<file path="src/hw/rtl/safety_mode_interlock_fsm_defines.svh">
// Assertion macros for the mode interlock sequencer.
// Included by the top level; no other dependencies.
`ifndef SAFETY_MODE_INTERLOCK_FSM_DEFINES_SVH
`define SAFETY_MODE_INTERLOCK_FSM_DEFINES_SVH

`ifndef SYNTHESIS
// Same-cycle implication, disabled during reset.
`define SMI_ASSERT_NOW(lbl, clk, rst_n, ante, cons) \
	lbl: assert property (@(posedge clk) disable iff (!rst_n) (ante) |-> (cons)) \
		else $error("interlock assertion failed");
// Next-cycle implication, disabled during reset.
`define SMI_ASSERT_NEXT(lbl, clk, rst_n, ante, cons) \
	lbl: assert property (@(posedge clk) disable iff (!rst_n) (ante) |=> (cons)) \
		else $error("interlock assertion failed");
`else
`define SMI_ASSERT_NOW(lbl, clk, rst_n, ante, cons)
`define SMI_ASSERT_NEXT(lbl, clk, rst_n, ante, cons)
`endif

`endif

</file>
<file path="src/hw/rtl/smi_pkg.sv">
// Shared types, codes and helpers of the mode interlock sequencer.
// No dependencies; used by the interfaces and all modules.
package smi_pkg;

	localparam int MODE_W = 4;
	localparam int CODE_W = 4;
	localparam int ADDR_W = 3;
	localparam int DATA_W = 32;

	// Operating mode, one-hot.
	typedef enum logic [8:0] {
		ST_IDLE      = 9'b000000001,
		ST_DEV       = 9'b000000010,
		ST_DEV_CHECK = 9'b000000100,
		ST_STAND     = 9'b000001000,
		ST_WALK      = 9'b000010000,
		ST_DEV_SELF  = 9'b000100000,
		ST_GIMBAL    = 9'b001000000,
		ST_FOLLOW    = 9'b010000000,
		ST_ESTOP     = 9'b100000000
	} state_t;

	// Mode codes as seen on the result channel.
	localparam logic [MODE_W-1:0] MODE_IDLE      = 4'd0;
	localparam logic [MODE_W-1:0] MODE_DEV       = 4'd1;
	localparam logic [MODE_W-1:0] MODE_DEV_CHECK = 4'd2;
	localparam logic [MODE_W-1:0] MODE_STAND     = 4'd3;
	localparam logic [MODE_W-1:0] MODE_WALK      = 4'd4;
	localparam logic [MODE_W-1:0] MODE_DEV_SELF  = 4'd5;
	localparam logic [MODE_W-1:0] MODE_GIMBAL    = 4'd6;
	localparam logic [MODE_W-1:0] MODE_FOLLOW    = 4'd7;
	localparam logic [MODE_W-1:0] MODE_ESTOP     = 4'd8;

	// Item kinds.
	localparam logic KIND_REQUEST = 1'b0;
	localparam logic KIND_LEVEL   = 1'b1;

	// Request codes; anything above REQ_BACK_TO_GIMBAL is unknown.
	typedef enum logic [CODE_W-1:0] {
		REQ_ESTOP          = 4'd0,
		REQ_RESET          = 4'd1,
		REQ_IDLE           = 4'd2,
		REQ_CLEAR_ESTOP    = 4'd3,
		REQ_DEV_MODE       = 4'd4,
		REQ_DEV_CHECK_PASS = 4'd5,
		REQ_STAND_READY    = 4'd6,
		REQ_WALK_READY     = 4'd7,
		REQ_DEV_SELF_PASS  = 4'd8,
		REQ_GIMBAL_FOLLOW  = 4'd9,
		REQ_TARGET_FOLLOW  = 4'd10,
		REQ_BACK_TO_WALK   = 4'd11,
		REQ_BACK_TO_GIMBAL = 4'd12
	} req_code_t;

	// Register select (paddr bit 2).
	localparam logic REG_WALK_EN   = 1'b0;
	localparam logic REG_FOLLOW_EN = 1'b1;

	typedef struct packed {
		logic allow_walk;
		logic allow_follow;
	} cfg_t;

	typedef struct packed {
		state_t mode;
		logic   latch;
		logic   ext;
	} core_state_t;

	typedef struct packed {
		core_state_t nxt;
		logic        accepted;
		logic        motion_ok;
	} step_res_t;

	// Encode the one-hot mode as its output code.
	function automatic logic [MODE_W-1:0] mode_code(state_t s);
		logic [MODE_W-1:0] c;
		case (s)
			ST_IDLE:      c = MODE_IDLE;
			ST_DEV:       c = MODE_DEV;
			ST_DEV_CHECK: c = MODE_DEV_CHECK;
			ST_STAND:     c = MODE_STAND;
			ST_WALK:      c = MODE_WALK;
			ST_DEV_SELF:  c = MODE_DEV_SELF;
			ST_GIMBAL:    c = MODE_GIMBAL;
			ST_FOLLOW:    c = MODE_FOLLOW;
			ST_ESTOP:     c = MODE_ESTOP;
			default:      c = MODE_IDLE;
		endcase
		return c;
	endfunction

endpackage

</file>
<file path="src/hw/rtl/smi_ifs.sv">
// Valid/ready channel interfaces for request items and result items.
// Depends on smi_pkg for field widths.
interface smi_req_if;
	logic                        valid;
	logic                        ready;
	logic                        mode;
	logic [smi_pkg::CODE_W-1:0]  request_code;
	logic                        estop_level;

	modport source(output valid, mode, request_code, estop_level, input ready);
	modport sink(input valid, mode, request_code, estop_level, output ready);
endinterface

interface smi_rsp_if;
	logic                        valid;
	logic                        ready;
	logic [smi_pkg::MODE_W-1:0]  current_mode;
	logic                        accepted;
	logic                        motion_ok;
	logic                        latched_out;

	modport source(output valid, current_mode, accepted, motion_ok, latched_out, input ready);
	modport sink(input valid, current_mode, accepted, motion_ok, latched_out, output ready);
endinterface

</file>
<file path="src/hw/rtl/smi_apb_regs.sv">
// APB configuration registers: the walk and follow motion enables.
// Depends on smi_pkg. Address bit 2 selects the register, bits 1:0 are byte lanes.
module smi_apb_regs (
	input  logic                        clk,
	input  logic                        arst_n,
	input  logic                        psel,
	input  logic                        penable,
	input  logic                        pwrite,
	input  logic [smi_pkg::ADDR_W-1:0]  paddr,
	input  logic [smi_pkg::DATA_W-1:0]  pwdata,
	output logic [smi_pkg::DATA_W-1:0]  prdata,
	output logic                        pready,
	output smi_pkg::cfg_t               cfg
);

	logic          wr_en;
	logic          reg_sel;
	smi_pkg::cfg_t cfg_q;

	assign pready  = 1'b1;
	assign wr_en   = psel & penable & pwrite;
	assign reg_sel = paddr[smi_pkg::ADDR_W-1];

	// Update the addressed enable at the access phase
	always_ff @(posedge clk or negedge arst_n) begin
		if (!arst_n) begin
			cfg_q.allow_walk   <= 1'b0;
			cfg_q.allow_follow <= 1'b1;
		end else if (wr_en) begin
			if (reg_sel == smi_pkg::REG_WALK_EN) begin
				cfg_q.allow_walk <= pwdata[0];
			end else begin
				cfg_q.allow_follow <= pwdata[0];
			end
		end
	end

	// Return the addressed enable
	always_comb begin
		prdata = '0;
		if (reg_sel == smi_pkg::REG_WALK_EN) begin
			prdata[0] = cfg_q.allow_walk;
		end else begin
			prdata[0] = cfg_q.allow_follow;
		end
	end

	assign cfg = cfg_q;

endmodule

</file>
<file path="src/hw/rtl/smi_step.sv">
// Next-mode logic: applies one request or e-stop level item to the mode state.
// Depends on smi_pkg; purely combinational.
module smi_step (
	input  smi_pkg::cfg_t                cfg,
	input  smi_pkg::core_state_t         cur,
	input  logic                         kind,
	input  logic [smi_pkg::CODE_W-1:0]   code,
	input  logic                         level,
	output smi_pkg::step_res_t           res
);

	smi_pkg::core_state_t nxt;
	logic                 ok;
	logic                 in_estop;
	logic                 nxt_estop;

	assign in_estop = (cur.mode == smi_pkg::ST_ESTOP) | cur.latch | cur.ext;

	// Decide the next mode, latch and external level
	always_comb begin
		nxt = cur;
		ok  = 1'b0;
		if (kind == smi_pkg::KIND_LEVEL) begin
			nxt.ext = level;
			if (level) begin
				nxt.mode  = smi_pkg::ST_ESTOP;
				nxt.latch = 1'b1;
			end
			ok = 1'b1;
		end else if (code == smi_pkg::REQ_ESTOP) begin
			nxt.mode  = smi_pkg::ST_ESTOP;
			nxt.latch = 1'b1;
			ok        = 1'b1;
		end else if (code inside {smi_pkg::REQ_RESET, smi_pkg::REQ_IDLE}) begin
			// refuse while the external stop is held, and latch it
			nxt.latch = 1'b1;
			nxt.mode  = smi_pkg::ST_ESTOP;
			if (!cur.ext) begin
				nxt.mode  = smi_pkg::ST_IDLE;
				nxt.latch = 1'b0;
				ok        = 1'b1;
			end
		end else if (in_estop) begin
			// apart from reset and idle, only a clear with the external stop released leaves e-stop
			if (code == smi_pkg::REQ_CLEAR_ESTOP && !cur.ext) begin
				nxt.mode  = smi_pkg::ST_IDLE;
				nxt.latch = 1'b0;
				ok        = 1'b1;
			end
		end else begin
			case (code)
				smi_pkg::REQ_DEV_MODE: begin
					if (cur.mode == smi_pkg::ST_IDLE) begin
						nxt.mode = smi_pkg::ST_DEV;
						ok       = 1'b1;
					end
				end
				smi_pkg::REQ_DEV_CHECK_PASS: begin
					if (cur.mode == smi_pkg::ST_DEV) begin
						nxt.mode = smi_pkg::ST_DEV_CHECK;
						ok       = 1'b1;
					end
				end
				smi_pkg::REQ_STAND_READY: begin
					if (cur.mode == smi_pkg::ST_DEV_CHECK) begin
						nxt.mode = smi_pkg::ST_STAND;
						ok       = 1'b1;
					end
				end
				smi_pkg::REQ_WALK_READY: begin
					if (cur.mode == smi_pkg::ST_STAND) begin
						nxt.mode = smi_pkg::ST_WALK;
						ok       = 1'b1;
					end
				end
				smi_pkg::REQ_DEV_SELF_PASS: begin
					if (cur.mode == smi_pkg::ST_WALK) begin
						nxt.mode = smi_pkg::ST_DEV_SELF;
						ok       = 1'b1;
					end
				end
				smi_pkg::REQ_GIMBAL_FOLLOW: begin
					if (cur.mode == smi_pkg::ST_DEV_SELF) begin
						nxt.mode = smi_pkg::ST_GIMBAL;
						ok       = 1'b1;
					end
				end
				smi_pkg::REQ_TARGET_FOLLOW: begin
					if (cur.mode == smi_pkg::ST_GIMBAL) begin
						nxt.mode = smi_pkg::ST_FOLLOW;
						ok       = 1'b1;
					end
				end
				smi_pkg::REQ_BACK_TO_WALK: begin
					if (cur.mode == smi_pkg::ST_GIMBAL) begin
						nxt.mode = smi_pkg::ST_WALK;
						ok       = 1'b1;
					end
				end
				smi_pkg::REQ_BACK_TO_GIMBAL: begin
					if (cur.mode == smi_pkg::ST_FOLLOW) begin
						nxt.mode = smi_pkg::ST_GIMBAL;
						ok       = 1'b1;
					end
				end
				default: begin
					ok = 1'b0;
				end
			endcase
		end
	end

	// Authorize motion from the new state
	assign nxt_estop = (nxt.mode == smi_pkg::ST_ESTOP) | nxt.latch | nxt.ext;

	always_comb begin
		res.nxt       = nxt;
		res.accepted  = ok;
		res.motion_ok = 1'b0;
		if (!nxt_estop) begin
			if (nxt.mode == smi_pkg::ST_WALK) begin
				res.motion_ok = cfg.allow_walk;
			end else if (nxt.mode == smi_pkg::ST_FOLLOW) begin
				res.motion_ok = cfg.allow_follow;
			end
		end
	end

endmodule

</file>
<file path="src/hw/rtl/safety_mode_interlock_fsm.sv">
// Robot mode sequencer with e-stop interlock.
// Channels: req (sink) carries items: mode selects a mode request (0) or an
// external e-stop level update (1), with request_code and estop_level.
// rsp (source) carries one result per item: current_mode, accepted,
// motion_ok and latched_out, in item order.
// Configuration: APB write of the walk enable (0x0) and follow enable (0x4),
// bit 0 of pwdata; pready is always high; write only while no item is in flight.
// An accepted item is registered in the input register; its result is then
// registered in the result register and shown on rsp until it is taken.
// Throughput: one item per cycle while rsp is not stalled; the mode state feeds back
// into the next step through the result-stage logic.
// A stalled rsp holds its result; one more item waits in the input register,
// after which req.ready drops until rsp is taken.
// Reset (arst_n low): mode idle, latch and external level clear, walk enable 0,
// follow enable 1, both stages empty.
// Depends on smi_pkg, smi_ifs, smi_apb_regs, smi_step and the defines header.
`include "safety_mode_interlock_fsm_defines.svh"

module safety_mode_interlock_fsm (
	input  logic                        clk,
	input  logic                        arst_n,
	smi_req_if.sink                     req,
	smi_rsp_if.source                   rsp,
	input  logic                        psel,
	input  logic                        penable,
	input  logic                        pwrite,
	input  logic [smi_pkg::ADDR_W-1:0]  paddr,
	input  logic [smi_pkg::DATA_W-1:0]  pwdata,
	output logic [smi_pkg::DATA_W-1:0]  prdata,
	output logic                        pready
);

	smi_pkg::cfg_t               cfg;
	smi_pkg::core_state_t        st_q;
	smi_pkg::step_res_t          res;

	logic                        valid_s1;
	logic                        kind_s1;
	logic [smi_pkg::CODE_W-1:0]  code_s1;
	logic                        level_s1;

	logic                        valid_s2;
	logic [smi_pkg::MODE_W-1:0]  mode_s2;
	logic                        accepted_s2;
	logic                        motion_ok_s2;
	logic                        latched_s2;

	logic                        advance;
	logic                        take_in;

	smi_apb_regs u_regs (
		.clk     (clk),
		.arst_n  (arst_n),
		.psel    (psel),
		.penable (penable),
		.pwrite  (pwrite),
		.paddr   (paddr),
		.pwdata  (pwdata),
		.prdata  (prdata),
		.pready  (pready),
		.cfg     (cfg)
	);

	smi_step u_step (
		.cfg   (cfg),
		.cur   (st_q),
		.kind  (kind_s1),
		.code  (code_s1),
		.level (level_s1),
		.res   (res)
	);

	// Move stage 1 forward when the result register is free or being taken
	assign advance   = !valid_s2 || rsp.ready;
	assign req.ready = !valid_s1 || advance;
	assign take_in   = req.valid && req.ready;

	// Stage valids and mode state
	always_ff @(posedge clk or negedge arst_n) begin
		if (!arst_n) begin
			valid_s1   <= 1'b0;
			valid_s2   <= 1'b0;
			st_q.mode  <= smi_pkg::ST_IDLE;
			st_q.latch <= 1'b0;
			st_q.ext   <= 1'b0;
		end else begin
			if (req.ready) begin
				valid_s1 <= req.valid;
			end
			if (advance) begin
				valid_s2 <= valid_s1;
			end
			if (valid_s1 && advance) begin
				st_q <= res.nxt;
			end
		end
	end

	// Capture the incoming item
	always_ff @(posedge clk) begin
		if (take_in) begin
			kind_s1  <= req.mode;
			code_s1  <= req.request_code;
			level_s1 <= req.estop_level;
		end
	end

	// Capture the result
	always_ff @(posedge clk) begin
		if (valid_s1 && advance) begin
			mode_s2      <= smi_pkg::mode_code(res.nxt.mode);
			accepted_s2  <= res.accepted;
			motion_ok_s2 <= res.motion_ok;
			latched_s2   <= res.nxt.latch;
		end
	end

	assign rsp.valid        = valid_s2;
	assign rsp.current_mode = mode_s2;
	assign rsp.accepted     = accepted_s2;
	assign rsp.motion_ok    = motion_ok_s2;
	assign rsp.latched_out  = latched_s2;

	// The latch only stands in e-stop mode
	`SMI_ASSERT_NOW(a_latch_in_estop, clk, arst_n, st_q.latch, st_q.mode == smi_pkg::ST_ESTOP)
	// A held external stop keeps the block in e-stop mode
	`SMI_ASSERT_NOW(a_ext_in_estop, clk, arst_n, st_q.ext, st_q.mode == smi_pkg::ST_ESTOP)
	// Motion is only reported in walk or follow mode with no latch
	`SMI_ASSERT_NOW(a_motion_mode, clk, arst_n, rsp.valid && rsp.motion_ok,
		!rsp.latched_out && (rsp.current_mode == smi_pkg::MODE_WALK ||
		rsp.current_mode == smi_pkg::MODE_FOLLOW))
	// Input back-pressure only when both stages are full and the output stalls
	`SMI_ASSERT_NOW(a_ready_drop, clk, arst_n, !req.ready, valid_s1 && valid_s2 && !rsp.ready)
	// A stage-1 item moving forward lands in the result register
	`SMI_ASSERT_NEXT(a_s1_to_s2, clk, arst_n, valid_s1 && advance, valid_s2)

endmodule
</file>
<file path="src/flat_wrapper.sv">
// flat-port wrapper written by rule: the top's interface ports become plain ports
module safety_mode_interlock_fsm_flat 
  (clk, arst_n, psel, penable, pwrite, paddr, pwdata, prdata, pready, req_valid, req_mode, req_request_code, req_estop_level, req_ready, rsp_valid, rsp_current_mode, rsp_accepted, rsp_motion_ok, rsp_latched_out, rsp_ready);
  smi_req_if req_i ();
  smi_rsp_if rsp_i ();
  input  logic clk;
  input  logic arst_n;
  input  logic psel;
  input  logic penable;
  input  logic pwrite;
  input  logic [smi_pkg::ADDR_W-1:0] paddr;
  input  logic [smi_pkg::DATA_W-1:0] pwdata;
  output logic [smi_pkg::DATA_W-1:0] prdata;
  output logic pready;
  input wire logic [$bits(req_i.valid)-1:0] req_valid;
  input wire logic [$bits(req_i.mode)-1:0] req_mode;
  input wire logic [$bits(req_i.request_code)-1:0] req_request_code;
  input wire logic [$bits(req_i.estop_level)-1:0] req_estop_level;
  output wire logic [$bits(req_i.ready)-1:0] req_ready;
  output wire logic [$bits(rsp_i.valid)-1:0] rsp_valid;
  output wire logic [$bits(rsp_i.current_mode)-1:0] rsp_current_mode;
  output wire logic [$bits(rsp_i.accepted)-1:0] rsp_accepted;
  output wire logic [$bits(rsp_i.motion_ok)-1:0] rsp_motion_ok;
  output wire logic [$bits(rsp_i.latched_out)-1:0] rsp_latched_out;
  input wire logic [$bits(rsp_i.ready)-1:0] rsp_ready;
  assign req_i.valid = req_valid;
  assign req_i.mode = req_mode;
  assign req_i.request_code = req_request_code;
  assign req_i.estop_level = req_estop_level;
  assign req_ready = req_i.ready;
  assign rsp_valid = rsp_i.valid;
  assign rsp_current_mode = rsp_i.current_mode;
  assign rsp_accepted = rsp_i.accepted;
  assign rsp_motion_ok = rsp_i.motion_ok;
  assign rsp_latched_out = rsp_i.latched_out;
  assign rsp_i.ready = rsp_ready;
  safety_mode_interlock_fsm u_core (.clk(clk), .arst_n(arst_n), .req(req_i), .rsp(rsp_i), .psel(psel), .penable(penable), .pwrite(pwrite), .paddr(paddr), .pwdata(pwdata), .prdata(prdata), .pready(pready));
endmodule
</file>
<file path="config.mk">
export PLATFORM = sky130hd
export DESIGN_NAME = safety_mode_interlock_fsm_flat
export DESIGN_NICKNAME = d
export VERILOG_FILES = /design/src/hw/rtl/smi_pkg.sv /design/src/hw/rtl/smi_ifs.sv /design/src/hw/rtl/smi_apb_regs.sv /design/src/hw/rtl/smi_step.sv /design/src/hw/rtl/safety_mode_interlock_fsm.sv /design/src/flat_wrapper.sv
export VERILOG_INCLUDE_DIRS = /design/src /design/src/hw/rtl
export SDC_FILE = /design/constraint.sdc
export NUM_CORES = 1
export LEC_CHECK = 0
export BUFFER_PORTS_ARGS = -buffer_cell sky130_fd_sc_hd__buf_2
export CORE_MARGIN = 1
export CORE_UTILIZATION = 45
export DETAILED_ROUTE_END_ITERATION = 10
export PLACE_DENSITY_LB_ADDON = 0.3
export SYNTH_ARGS = -nofsm -noshare
export SYNTH_HDL_FRONTEND = slang
export SYNTH_HIERARCHICAL = 1
export SYNTH_SLANG_ARGS = --single-unit
</file>
<file path="constraint.sdc">
create_clock -name clk -period 2.8 [get_ports clk]
set_input_delay 0.28 -clock clk [delete_from_list [all_inputs] [get_ports clk]]
set_output_delay 0.28 -clock clk [all_outputs]
set_load 0.005 [all_outputs]
</file>
==> results.txt <==
----------------------------------------------------
[Logic synthesis]
  Top cell type by total area after synthesis ... sky130_fd_sc_hd__edfxtp_1
  Proportion of synthesized flip-flops having asynchronous set or reset ... 53.6%
  Synth top area share ... 16.1%
  Avg Cell Area, Syn ... 9.02 um2
  Ranking of synthesized cells by area ... sky130_fd_sc_hd__edfxtp_1, sky130_fd_sc_hd__dfrtp_1, sky130_fd_sc_hd__buf_4
  Ys flop type ... sky130_fd_sc_hd__edfxtp_1
  Library cells used by synthesis ... 61
  Flops & latches, synth ... 28
  Synthesis warning total ... 6
  Total standard cell area after synthesis ... 2430 um2
  Synthesized instance count ... 269
  Number of flops mapped to enable cells by yosys ... 13
  Sequential element share of the synthesized area ... 31.7%

[Power and ir drop]
  Overall power ... 1250 uW
  Worst voltage drop across the vdd grid ... 0.379 mV
  Power density over cell area ... 353 nW/um2
  Leakage component of the power ... 0.00145 uW

[Clocking]
  Root Buffer ... sky130_fd_sc_hd__clkbuf_8
  TritonCTS Sinks ... 28
  Skew-Pair Late Insertion Delay ... 0.28 ns
  TritonCTS Buffers ... 3
  Clock H-tree levels ... 1
  Clock buffer depth ... 2
  Clk pin slew, worst setup/hold paths ... 0.10 ns
  TritonCTS clock tree ... yes

[Route]
  Final WL ... 7.72 mm
  Vias per cell ... 5.81
  Number of iterations in the first detailed-routing pass ... 5
  DRC violations left ... 0
  Avg WL per Cell ... 18.0 um
  Count of antenna-violating nets left after detailed routing ... 0
  DR vias ... 2500
  Drt first-iter violations ... 178

[STA]
  Count of final hold-check violations ... 0
  Setup Skew ... 0.00410 ns
  Worst setup slack after layout ... -0.122 ns
  Least-Margin Pin Slew ... 0.743 ns
  Setup repair after global routing missed its margin ... yes
  Slew HR ... 50.3%
  Final critical-path required period ... 2.92 ns
  Slew Limit Fails ... 0
  Achievable Freq ... 0.342 GHz
  Final setup violating endpoints ... 4
  Share of the clock period used by the worst path after layout ... 104%

[Worst setup path]
  Worst endpoint required time ... 2.91 ns
  Reg-to-reg critical path endpoint ... u_core/rsp.current_mode[1]
  CP delay by family, top ... simple AND/OR/NAND/NOR gates
  Element type at the critical path end ... flip-flop
  Critical path class ... reg -> reg
  Category of the worst setup path launch point ... flip-flop
  Worst Path Buf+Inv ... 2
  R2r setup slk ... -0.12 ns
  Crit path max fanout ... 7
  Cells on worst reg2reg path ... 11
  Cell-by-cell listing of the critical path ... nor4_4 > buf_12 > a31oi_1 > a21oi_2 > nand3_2 > o21ai_2 > buf_4 > nand2_2 > nor4b_2 > a211oi_1 > nor4_2
  Launch instance of the worst register-to-register path ... u_core/st_q[8]
  Crit-path max cell delay ... 0.48 ns
  Slowest-stage cell, CP ... sky130_fd_sc_hd__dfrtp_2
  Data arrival time of the critical path ... 3.03 ns

[Floorplanning]
  Placeable Area ... 5140 um2
  Std-Cell Rows ... 26
  Die boundary width ... 75.4 um
  Die boundary height ... 75.4 um
  Die Footprint ... 5690 um2
  Initial cell density of the core ... 47.2%
  Boundary pin count ... 90

[Min path]
  Hold Path Sink ... u_core/code_s1[1]
  Hold path start ... req_request_code[1]
  Tightest Hold Check Type ... in -> reg
  Cells on Worst Hold Path ... 1

[Placement]
  Post-detailed-placement half-perimeter wirelength ... 4.96 mm
  Cell Count Post-Placement ... 411
  Gpl congestion ... 0.958
  Placed cell area ... 2930 um2
  I/O Buffers ... 24

[Finish]
  Layout cell share with drive strength beyond 1 ... 51.7%
  Most frequent cells in the layout ... sky130_fd_sc_hd__buf_4, sky130_fd_sc_hd__conb_1, sky130_fd_sc_hd__buf_2
  Number of cells in the finished layout apart from fillers ... 430
  Final Instance Area ... 3530 um2
  Commonest non-fill, non-tap cell in the layout ... sky130_fd_sc_hd__buf_4
  Synthesis-to-layout area growth ... 45.5%
  Share of the core filled with cells in the final layout ... 68.7%
  Fin nets ... 409
  Number of antenna cells inserted ... 0

[Global route]
  Total grt overflow ... 0
  Maximum number of pins on one net before global-route repair ... 17
  Vias in the first global route ... 2176
  Total track usage ... 24.7%
  Initial antenna violation count ... 0
  Wire length of the first global-routing pass ... 10.5 mm

[Outcome]
  Failing checks ... negative setup slack
  Outcome ... finished with violations

[Job]
  Max capacitance violation total ... 0

----------------------------------------------------
-- sequential cells by signal, summed over array words and instances, names as in the netlist --
register	count
u_core/level_s1	1
u_core/rsp.latched_out	1
u_core/u_regs/cfg	2
u_core/rsp.motion_ok	1
u_core/rsp.valid	1
u_core/kind_s1	1
u_core/valid_s1	1
u_core/rsp.current_mode	4
u_core/rsp.accepted	1
u_core/st_q	11
u_core/code_s1	4
-- cell families (layout without fill, tap and decap cells) --
family | Yosys count | after routing | share of synthesized area (%)
and+or+nand+nor | 104 | 104 | 26.9
buffers and inverters | 59 | 120 | 14.8
adders and majority gates | 1 | 1 | 0.413
muxes | 14 | 14 | 6.50
AOI/OAI and AO/OA | 59 | 59 | 18.8
other | 2 | 32 | 0.310
xor gates and xnor gates | 2 | 2 | 0.722
DFF | 28 | 28 | 31.7
-- metal layers --
metal,vias to the layer above,GRT usage (%),part of all wire (%)
li1,1144,-,-
met1,1206,33.8,42
met2,135,40.3,50
met3,15,2.65,6.5
met4,0,9.67,2.3
met5,-,0,0
-- cell type report --
type | instances | area [um2]
clock buffer | 3 | 41.3
clock inverter | 1 | 30.0
fill | 379 | 1610
inverter | 14 | 55.1
multi-input combinational | 212 | 1790
sequential | 28 | 773
tap | 70 | 87.6
timing repair buffer | 102 | 753
-- how the worst max path moves through the flow --
stage | start | to | slack (ns) | cells past startpoint
2_1_floorplan | u_core/st_q[8] | u_core/rsp.motion_ok | 0.01 | 8
3_3_place_gp | u_core/st_q[8] | u_core/rsp.current_mode[2] | -0.19 | 9
3_5_place_dp | u_core/st_q[8] | u_core/rsp.current_mode[0] | -0.17 | 10
4_1_cts | u_core/st_q[9] | u_core/rsp.current_mode[0] | -0.05 | 11
5_1_grt | u_core/st_q[8] | u_core/rsp.current_mode[1] | -0.22 | 11
6_report | u_core/st_q[8] | u_core/rsp.current_mode[1] | -0.12 | 11
-- report_power, final --
part	switching, uW	internal, uW
clock network	131	192
registers	21.8	475
logic	237	191
total	390	858
-- synthesized netlist by cell type, types with 4 or more instances --
cell and count:
sky130_fd_sc_hd__a211oi_1 4, sky130_fd_sc_hd__a21oi_1 7, sky130_fd_sc_hd__a31oi_1 4, sky130_fd_sc_hd__a41oi_1 4, sky130_fd_sc_hd__and2_1 5, sky130_fd_sc_hd__buf_2 4
sky130_fd_sc_hd__buf_4 33, sky130_fd_sc_hd__clkbuf_1 7, sky130_fd_sc_hd__dfrtp_1 13, sky130_fd_sc_hd__edfxtp_1 13, sky130_fd_sc_hd__inv_1 14, sky130_fd_sc_hd__mux2_2 13
sky130_fd_sc_hd__nand2_1 19, sky130_fd_sc_hd__nand2b_1 4, sky130_fd_sc_hd__nand3_1 5, sky130_fd_sc_hd__nand3b_1 4, sky130_fd_sc_hd__nand4_1 4, sky130_fd_sc_hd__nor2_1 12
sky130_fd_sc_hd__nor2b_1 7, sky130_fd_sc_hd__nor3_1 5, sky130_fd_sc_hd__nor4b_1 9, sky130_fd_sc_hd__o21ai_0 8, sky130_fd_sc_hd__or2_2 4, sky130_fd_sc_hd__or3_1 4
sky130_fd_sc_hd__or4_1 5
-- worst register-to-register path, cell delays in order (launching register included) --
cell	delay, ns
sky130_fd_sc_hd__dfrtp_2	0.48
sky130_fd_sc_hd__nor4_4	0.39
sky130_fd_sc_hd__buf_12	0.18
sky130_fd_sc_hd__a31oi_1	0.13
sky130_fd_sc_hd__a21oi_2	0.22
sky130_fd_sc_hd__nand3_2	0.16
sky130_fd_sc_hd__o21ai_2	0.18
sky130_fd_sc_hd__buf_4	0.13
sky130_fd_sc_hd__nand2_2	0.13
sky130_fd_sc_hd__nor4b_2	0.36
sky130_fd_sc_hd__a211oi_1	0.12
sky130_fd_sc_hd__nor4_2	0.29
-- stage by stage --
stage,setup TNS (ns),setup slack [ns],hold WS [ns]
final,-0.262,-0.122,0.168
after CTS,-0.111,-0.0459,0.172
after global placement,-0.778,-0.187,0.199
after floorplan,0,0.0119,-0.0156
after global routing,-0.607,-0.223,0.159
after detailed placement,-0.650,-0.168,0.203
-- timing repair --
item                       4_1_cts  5_1_grt
gates resized for setup         24       57
hold buffers                     1        0
setup buffers                    4       10
setup endpoints to repair        5        5
hold endpoints to repair        13        0
pin swaps                        6       18
(Power assumes the default switching activity.)
